File: config.mk
export PLATFORM = sky130hd
export DESIGN_NAME = unsorted_min_priority_queue_unit
export DESIGN_NICKNAME = d
export VERILOG_FILES = /design/src/hdl/umpq_pkg.sv /design/src/hdl/umpq_ctrl.sv /design/src/hdl/umpq_dpath.sv /design/src/hdl/unsorted_min_priority_queue_unit.sv
export SDC_FILE = /design/constraint.sdc
export NUM_CORES = 2
export LEC_CHECK = 0
export BUFFER_PORTS_ARGS = -buffer_cell sky130_fd_sc_hd__buf_2
export CELL_PAD_IN_SITES_DETAIL_PLACEMENT = 1
export CELL_PAD_IN_SITES_GLOBAL_PLACEMENT = 1
export CORE_UTILIZATION = 45
export DETAILED_ROUTE_END_ITERATION = 16
export HOLD_SLACK_MARGIN = 0.15
export PLACE_DENSITY = 0.76
export SLEW_MARGIN = 30
export SYNTH_ARGS = -nofsm -noshare
export SYNTH_HDL_FRONTEND = slang
export SYNTH_SLANG_ARGS = --single-unit
export TNS_END_PERCENT = 20
File: constraint.sdc
create_clock -name i_clk -period 12 [get_ports i_clk]
set_input_delay 0.6 -clock i_clk [delete_from_list [all_inputs] [get_ports i_clk]]
set_output_delay 0.6 -clock i_clk [all_outputs]
set_load 0.02 [all_outputs]
File: src/hdl/umpq_pkg.sv
package umpq_pkg;

    // Default sizing
    localparam int UMPQ_CAPACITY  = 64;
    localparam int UMPQ_ITEM_BITS = 16;
    localparam int UMPQ_PRIO_BITS = 32;

    // Operation codes on i_func (code 3 is unused and does nothing)
    typedef enum logic [1:0] {
        FUNC_INSERT  = 2'd0,
        FUNC_DEQUEUE = 2'd1,
        FUNC_UPDATE  = 2'd2
    } t_func;

    // Result status codes
    typedef enum logic [1:0] {
        ST_OK        = 2'd0,
        ST_EMPTY     = 2'd1,
        ST_FULL      = 2'd2,
        ST_NOT_FOUND = 2'd3
    } t_status;

    // Controller states
    typedef enum logic [2:0] {
        S_IDLE,
        S_SCAN,
        S_PREP,
        S_SHIFT,
        S_TAIL,
        S_DONE
    } t_state;

    // Controller to datapath commands
    typedef struct packed {
        logic load;         // capture operands, restart scan
        logic scan_issue;   // read next entry for the scan
        logic scan_cmp;     // evaluate the returned entry
        logic is_deq;       // scan looks for the minimum, not for the item
        logic prep;         // point the sweep just past the hit
        logic shift_issue;  // read next entry for the shift
        logic shift_wr;     // write returned entry one slot lower
        logic tail_wr;      // write operand pair at the tail
        logic tail_append;  // tail write grows the table
        logic cnt_dec;      // one entry removed
        logic take_out;     // latch the removed item
    } t_cmd;

    // Datapath to controller status
    typedef struct packed {
        logic found;        // item hit during scan
        logic sweep_end;    // all entries read and the last read consumed
        logic cnt_zero;     // table empty
        logic full;         // table at capacity
    } t_sts;

endpackage

File: src/hdl/umpq_ctrl.sv
module umpq_ctrl
    import umpq_pkg::*;
(
    input  logic       i_clk,
    input  logic       i_rst_n,
    input  logic       i_start,
    input  logic [1:0] i_func,
    input  t_sts       i_sts,
    output t_cmd       o_cmd,
    output logic       o_busy,
    output logic       o_done,
    output logic [1:0] o_status
);

    t_state  r_state, n_state;
    t_func   r_func, n_func;
    t_status r_status, n_status;

    // State and operand registers
    always_ff @(posedge i_clk) begin
        if (!i_rst_n) begin
            r_state  <= S_IDLE;
            r_func   <= FUNC_INSERT;
            r_status <= ST_OK;
        end else begin
            r_state  <= n_state;
            r_func   <= n_func;
            r_status <= n_status;
        end
    end

    // Next state
    always_comb begin
        n_state  = r_state;
        n_func   = r_func;
        n_status = r_status;
        case (r_state)
            S_IDLE: begin
                if (i_start) begin
                    n_func   = t_func'(i_func);
                    n_status = ST_OK;
                    case (i_func)
                        FUNC_INSERT, FUNC_UPDATE: n_state = S_SCAN;
                        FUNC_DEQUEUE: begin
                            if (i_sts.cnt_zero) begin
                                n_status = ST_EMPTY;
                                n_state  = S_DONE;
                            end else begin
                                n_state = S_SCAN;
                            end
                        end
                        default: n_state = S_DONE;
                    endcase
                end
            end
            S_SCAN: begin
                if (r_func != FUNC_DEQUEUE && i_sts.found) begin
                    n_state = S_PREP;
                end else if (i_sts.sweep_end) begin
                    case (r_func)
                        FUNC_DEQUEUE: n_state = S_PREP;
                        FUNC_INSERT: begin
                            if (i_sts.full) begin
                                n_status = ST_FULL;
                                n_state  = S_DONE;
                            end else begin
                                n_state = S_TAIL;
                            end
                        end
                        default: begin
                            n_status = ST_NOT_FOUND;
                            n_state  = S_DONE;
                        end
                    endcase
                end
            end
            S_PREP:  n_state = S_SHIFT;
            S_SHIFT: begin
                if (i_sts.sweep_end) begin
                    n_state = (r_func == FUNC_DEQUEUE) ? S_DONE : S_TAIL;
                end
            end
            S_TAIL:  n_state = S_DONE;
            S_DONE:  n_state = S_IDLE;
            default: n_state = S_IDLE;
        endcase
    end

    // Commands
    always_comb begin
        o_cmd        = '0;
        o_cmd.is_deq = (r_func == FUNC_DEQUEUE);
        case (r_state)
            S_IDLE:  o_cmd.load = i_start;
            S_SCAN: begin
                o_cmd.scan_issue = 1'b1;
                o_cmd.scan_cmp   = 1'b1;
            end
            S_PREP: begin
                o_cmd.prep     = 1'b1;
                o_cmd.take_out = (r_func == FUNC_DEQUEUE);
            end
            S_SHIFT: begin
                o_cmd.shift_issue = 1'b1;
                o_cmd.shift_wr    = 1'b1;
                o_cmd.cnt_dec     = i_sts.sweep_end && (r_func == FUNC_DEQUEUE);
            end
            S_TAIL: begin
                o_cmd.tail_wr     = 1'b1;
                o_cmd.tail_append = !i_sts.found;
            end
            default: o_cmd = '0;
        endcase
    end

    assign o_busy   = (r_state != S_IDLE);
    assign o_done   = (r_state == S_DONE);
    assign o_status = r_status;

endmodule

File: src/hdl/umpq_dpath.sv
module umpq_dpath
    import umpq_pkg::*;
#(
    parameter int CAPACITY  = UMPQ_CAPACITY,
    parameter int ITEM_BITS = UMPQ_ITEM_BITS,
    parameter int PRIO_BITS = UMPQ_PRIO_BITS,
    localparam int AW = $clog2(CAPACITY),
    localparam int CW = $clog2(CAPACITY + 1)
) (
    input  logic                 i_clk,
    input  logic                 i_rst_n,
    input  t_cmd                 i_cmd,
    input  logic [ITEM_BITS-1:0] i_item_id,
    input  logic [PRIO_BITS-1:0] i_prio,
    output t_sts                 o_sts,
    output logic [ITEM_BITS-1:0] o_out_item,
    output logic [CW-1:0]        o_count
);

    localparam int DW = ITEM_BITS + PRIO_BITS;

    // Entry table: {item, priority}
    logic [DW-1:0] mem [CAPACITY];

    logic [CW-1:0]        r_idx;
    logic [CW-1:0]        r_count;
    logic [AW-1:0]        r_pos;
    logic                 r_found;
    logic                 r_rd_vld;
    logic [AW-1:0]        r_rd_tag;
    logic [DW-1:0]        r_rd_data;
    logic [ITEM_BITS-1:0] r_item;
    logic [PRIO_BITS-1:0] r_prio;
    logic [PRIO_BITS-1:0] r_best_prio;
    logic [ITEM_BITS-1:0] r_best_item;
    logic [ITEM_BITS-1:0] r_out_item;

    logic                 idx_lt_cnt;
    logic                 issue;
    logic [ITEM_BITS-1:0] rd_item;
    logic [PRIO_BITS-1:0] rd_prio;
    logic                 cmp_vld;
    logic                 new_min;
    logic [CW-1:0]        cnt_m1;
    logic                 wr_en;
    logic [AW-1:0]        wr_addr;
    logic [DW-1:0]        wr_data;

    assign idx_lt_cnt = (r_idx < r_count);
    assign issue      = (i_cmd.scan_issue || i_cmd.shift_issue) && idx_lt_cnt;
    assign rd_item    = r_rd_data[DW-1:PRIO_BITS];
    assign rd_prio    = r_rd_data[PRIO_BITS-1:0];
    assign cmp_vld    = i_cmd.scan_cmp && r_rd_vld;
    // first entry seeds the minimum; ties keep the earlier entry
    assign new_min    = (r_rd_tag == '0) || ($signed(rd_prio) < $signed(r_best_prio));
    assign cnt_m1     = r_count - CW'(1);

    // Write port: shift moves an entry down one slot, tail writes the operands
    always_comb begin
        wr_en   = (i_cmd.shift_wr && r_rd_vld) || i_cmd.tail_wr;
        wr_data = {r_item, r_prio};
        wr_addr = i_cmd.tail_append ? r_count[AW-1:0] : cnt_m1[AW-1:0];
        if (i_cmd.shift_wr) begin
            wr_data = r_rd_data;
            wr_addr = r_rd_tag - AW'(1);
        end
    end

    // Table memory, registered read
    always_ff @(posedge i_clk) begin
        if (wr_en) begin
            mem[wr_addr] <= wr_data;
        end
        if (issue) begin
            r_rd_data <= mem[r_idx[AW-1:0]];
        end
    end

    // Control registers
    always_ff @(posedge i_clk) begin
        if (!i_rst_n) begin
            r_idx    <= '0;
            r_count  <= '0;
            r_found  <= 1'b0;
            r_rd_vld <= 1'b0;
        end else begin
            r_rd_vld <= issue;
            if (i_cmd.load) begin
                r_idx   <= '0;
                r_found <= 1'b0;
            end else if (i_cmd.prep) begin
                r_idx <= CW'(r_pos) + CW'(1);
            end else if (issue) begin
                r_idx <= r_idx + CW'(1);
            end
            if (cmp_vld && !i_cmd.is_deq && !r_found && rd_item == r_item) begin
                r_found <= 1'b1;
            end
            if (i_cmd.tail_wr && i_cmd.tail_append) begin
                r_count <= r_count + CW'(1);
            end else if (i_cmd.cnt_dec) begin
                r_count <= cnt_m1;
            end
        end
    end

    // Operand, scan and result payload
    always_ff @(posedge i_clk) begin
        r_rd_tag <= r_idx[AW-1:0];
        if (i_cmd.load) begin
            r_item     <= i_item_id;
            r_prio     <= i_prio;
            r_out_item <= '0;
        end
        if (i_cmd.take_out) begin
            r_out_item <= r_best_item;
        end
        if (cmp_vld) begin
            if (i_cmd.is_deq) begin
                if (new_min) begin
                    r_best_prio <= rd_prio;
                    r_best_item <= rd_item;
                    r_pos       <= r_rd_tag;
                end
            end else if (!r_found && rd_item == r_item) begin
                r_pos <= r_rd_tag;
            end
        end
    end

    assign o_sts.found     = r_found;
    assign o_sts.sweep_end = !idx_lt_cnt && !r_rd_vld;
    assign o_sts.cnt_zero  = (r_count == '0);
    assign o_sts.full      = (r_count == CW'(CAPACITY));
    assign o_out_item      = r_out_item;
    assign o_count         = r_count;

endmodule

File: src/hdl/unsorted_min_priority_queue_unit.sv
// Channel | Ports                                       | Handshake
// --------+---------------------------------------------+----------------------------
// command | i_func, i_item_id, i_prio                   | i_start high, o_busy low
// result  | o_out_item, o_status, o_count, o_is_empty   | o_done high for one cycle
//
// One operation at a time; o_busy stays high from the accepting edge until after o_done.
// An append, a refused insert or update, an insert/update of a held item and a dequeue all scan
// the table; the last two then shift the later entries down one slot. An empty dequeue or the
// unused code goes straight to the result. All of it runs through the single table read port,
// one entry a cycle.
// Reset (i_rst_n low, synchronous) empties the table, entries are not cleared; no stalls.
module unsorted_min_priority_queue_unit
    import umpq_pkg::*;
#(
    parameter int CAPACITY  = UMPQ_CAPACITY,
    parameter int ITEM_BITS = UMPQ_ITEM_BITS,
    parameter int PRIO_BITS = UMPQ_PRIO_BITS,
    localparam int CW = $clog2(CAPACITY + 1)
) (
    input  logic                 i_clk,
    input  logic                 i_rst_n,
    input  logic                 i_start,
    output logic                 o_busy,
    input  logic [1:0]           i_func,
    input  logic [ITEM_BITS-1:0] i_item_id,
    input  logic [PRIO_BITS-1:0] i_prio,
    output logic                 o_done,
    output logic [ITEM_BITS-1:0] o_out_item,
    output logic [1:0]           o_status,
    output logic [CW-1:0]        o_count,
    output logic                 o_is_empty
);

    t_cmd cmd;
    t_sts sts;
    logic busy;
    logic start_acc;

    assign start_acc = i_start && !busy;

    umpq_ctrl u_ctrl (
        .i_clk    (i_clk),
        .i_rst_n  (i_rst_n),
        .i_start  (start_acc),
        .i_func   (i_func),
        .i_sts    (sts),
        .o_cmd    (cmd),
        .o_busy   (busy),
        .o_done   (o_done),
        .o_status (o_status)
    );

    umpq_dpath #(
        .CAPACITY  (CAPACITY),
        .ITEM_BITS (ITEM_BITS),
        .PRIO_BITS (PRIO_BITS)
    ) u_dpath (
        .i_clk      (i_clk),
        .i_rst_n    (i_rst_n),
        .i_cmd      (cmd),
        .i_item_id  (i_item_id),
        .i_prio     (i_prio),
        .o_sts      (sts),
        .o_out_item (o_out_item),
        .o_count    (o_count)
    );

    assign o_busy     = busy;
    assign o_is_empty = (o_count == '0);

endmodule

==> metrics.md <==
| Metric | Value |
|---|---|
| Vias per cell | `6.44` |
| Status | `finished, final reports clean` |
| Area contributors post-synth | `edfxtp_1 (78%), mux4_2 (18%), dfxtp_1 (0.46%)` |
| I/O pin total | `81` |
| Max Buffers Root-to-Sink | `4` |
| Worst hold slack | `0.426 ns` |
| Final Max Tran Viols | `0` |
| Layout cells sized above 1 | `31.3%` |
| Synth async-reset ratio | `0%` |
| Clock skew | `0.0807 ns` |
| Cts bufs inserted | `326` |
| Vias in the first global route | `62,100` |
| Initial antenna violation count | `15` |
| Clk root buf | `clkbuf_16` |
| Die Ht | `529 um` |
| WL final | `357,000 um` |
| Total power | `24,800 uW` |
| MaxCap Viol Count | `0` |
| Most used DFF post-synth | `edfxtp_1` |
| Final setup viols | `0` |
| Setup TNS | `0 ns` |
| Buffers on Ports | `80` |
| Clk Latency, worst-skew pair | `0.89 ns` |
| Clock share of power | `40.2%` |
| Core Box Area | `0.276 mm2` |
| Post-synth net total | `5,211` |
| Synth Area per Inst | `24.5 um2` |
| TritonRoute pass-1 iters | `5` |
| Dpl hpwl | `188,000 um` |
| Commonest non-fill, non-tap cell in the layout | `edfxtp_1` |
| Clk sink count | `3,267` |
| Placer Congestion | `0.798` |
| Fin. Hold Viols | `0` |
| R2R depth | `8` |
| Slew HR | `27.5%` |
| Finished Cell Area | `0.142 mm2` |
| CTS tree | `done` |
| Internal power | `19,200 uW` |
| Area delta synth->final | `13.4%` |
| Crit Path Category | `flop to flop` |
| RSZ-0062 raised after global routing | `false` |
| Die W | `529 um` |
| GRT Overall Usage | `25.4%` |
| Crit. End Element | `flop` |
| Crit path required time | `12.48 ns` |
| Peak supply drop | `0.129 mV` |
| Netlist Area Pre-Place | `0.125 mm2` |
| Yosys cell types | `60` |
| Mapped Cells | `5,114` |
| Total number of vias | `60,700` |
| Min cycle time layout | `5.13 ns` |
| CTS H-tree depth | `5` |
| Yosys Warn Count | `0` |
| NetSw | `5590 uW` |
| PwrDens | `174 mW/mm2` |
| # nets final | `5,557` |
| Global-route wire length before repair | `491,000 um` |
| Post-synth top area cell | `edfxtp_1` |
| CTS resizes | `0` |
| Post-CTS Setup Bufs | `0` |
| Sw Share | `22.6%` |
| EDFF count, synth | `3,238` |
| Dpl cell area | `0.131 mm2` |
| Register share of total power | `53.0%` |
| Clock transition at path regs | `0.06 ns` |
| Worst EP arrival | `5.61 ns` |
| DRT antenna net count | `0` |
| Most frequent cells in the layout | `edfxtp_1 (3,238), mux4_2 (988), clkbuf_16 (334)` |
| GRT Residual Overflow | `0` |
| Drt initial violations | `10,100` |
| CP Max Fanout | `35` |
| Hold path cells | `2` |
| Routed len/inst | `37.8 um` |
| FF+latch count, synth | `3,267` |
| Max Clock Freq | `195 MHz` |
| Min-Delay Path Class | `input pin to flop` |
| Final core occ | `51.3%` |
| Top cell type's share of synthesized area | `77.7%` |
| Combinational Power Share | `6.9%` |
| Crit path launch type | `flop` |
| Slew @ Worst Pin | `1.09 ns` |
| Seq/Total Area, Yosys | `78.1%` |
| Largest net degree at the start of global routing | `158` |
| Pleak | `0.0424 uW` |
| DRC errors left | `0` |
| Initial Util | `45.3%` |
| Num rows | `193` |
| Fin crit share | `42.8%` |
| Die ar. | `0.280 mm2` |
## synth_stat cells (all sizes together), types with 5 or more instances
cell,number
a211oi,30
a21o,6
a21oi,46
a31oi,5
and3,20
buf,143
clkbuf,115
dfxtp,29
edfxtp,3238
ha,44
inv,50
mux2,48
mux2i,23
mux4,988
nand2,54
nand2b,6
nand3,26
nand4,16
nor2,94
nor2b,21
nor3,13
nor4,5
o21ai,17
xnor2,24
xor2,6
## cell families (layout without fill, tap and decap cells)
group                      after synthesis  after routing  synth area share (%)
adders and majority gates               44             44                 0.440
other                                    0             17                     0
muxes                                 1059           1059                  18.4
DFF                                   3267           3267                  78.1
and+or+nand+nor                        276            276                  1.09
AOI/OAI and AO/OA                      130            130                 0.678
xor gates and xnor gates                30             30                 0.210
buffers and inverters                  308            905                  1.07
## sequential cells by signal (all words and copies together) (netlist names)
register,cells
u_dpath.mem,3072
u_dpath.r_rd_data,48
u_dpath.r_best_prio,32
u_dpath.r_prio,32
u_dpath.o_out_item,16
u_dpath.r_best_item,16
u_dpath.r_item,16
u_dpath.o_count,7
u_dpath.r_idx,7
u_dpath.r_pos,6
u_dpath.r_rd_tag,6
u_ctrl.r_state,3
u_ctrl.o_status,2
u_ctrl.r_func,2
u_dpath.r_found,1
u_dpath.r_rd_vld,1
## final timing paths
check | from | to | slack (ns)
worst max register to register | u_ctrl.r_state[2] | u_dpath.mem[54][23] | 6.87
worst min-delay path | i_prio[16] | u_dpath.r_prio[16] | 0.43
worst max-delay path | u_ctrl.r_state[2] | u_dpath.mem[54][23] | 6.87
worst min register to register | u_dpath.r_rd_data[34] | u_dpath.r_best_item[2] | 0.51
## power by group through the flow
stage	clock [uW]	sequential [uW]	combinational (uW)
after floorplan	0	13300	1030
after global placement	0	13300	1570
after detailed placement	0	13400	1660
after CTS	10000	13100	1680
after global routing	10400	13100	1780
final	9940	13100	1700
## worst max-delay path: stages, from the launching register on
cell and delay (ns):
dfxtp_1 0.58, or4b_4 0.63, nand4_1 0.21, xnor2_1 0.17, nand2_1 0.07, o21ai_1 0.41
nand3_1 0.80, nor2_4 0.96, buf_4 0.82
## what timing repair did
| item | 4_1_cts | 5_1_grt |
|---|---|---|
| hold buffers | 52 | 0 |
| endpoints found under the setup margin | 0 | 0 |
| endpoints found under the hold margin | 53 | 0 |
## per-layer routing
metal	wire length, um	global-route usage, %
met5	21	0
met4	13700	9.04
met3	41100	6.39
met1	133000	34.6
met2	169000	39.8
## layout make-up
cell class	count	area, um2
fillers	23700	135000
flip-flops and latches	3267	97800
multi-input cells	1539	26700
clock buffers	397	8600
well taps	3705	4640
repair buffers	276	2340
clock inverters	182	1590
inverters	50	193
diodes	17	42.5
## through the flow
step,std cells,setup WS (ns)
floorplan,5114,7.14
global placement,8778,6.69
detailed placement,8784,6.73
CTS,9415,6.77
global route,9423,6.54
finish,9433,6.87
(Power assumes the default switching activity.)
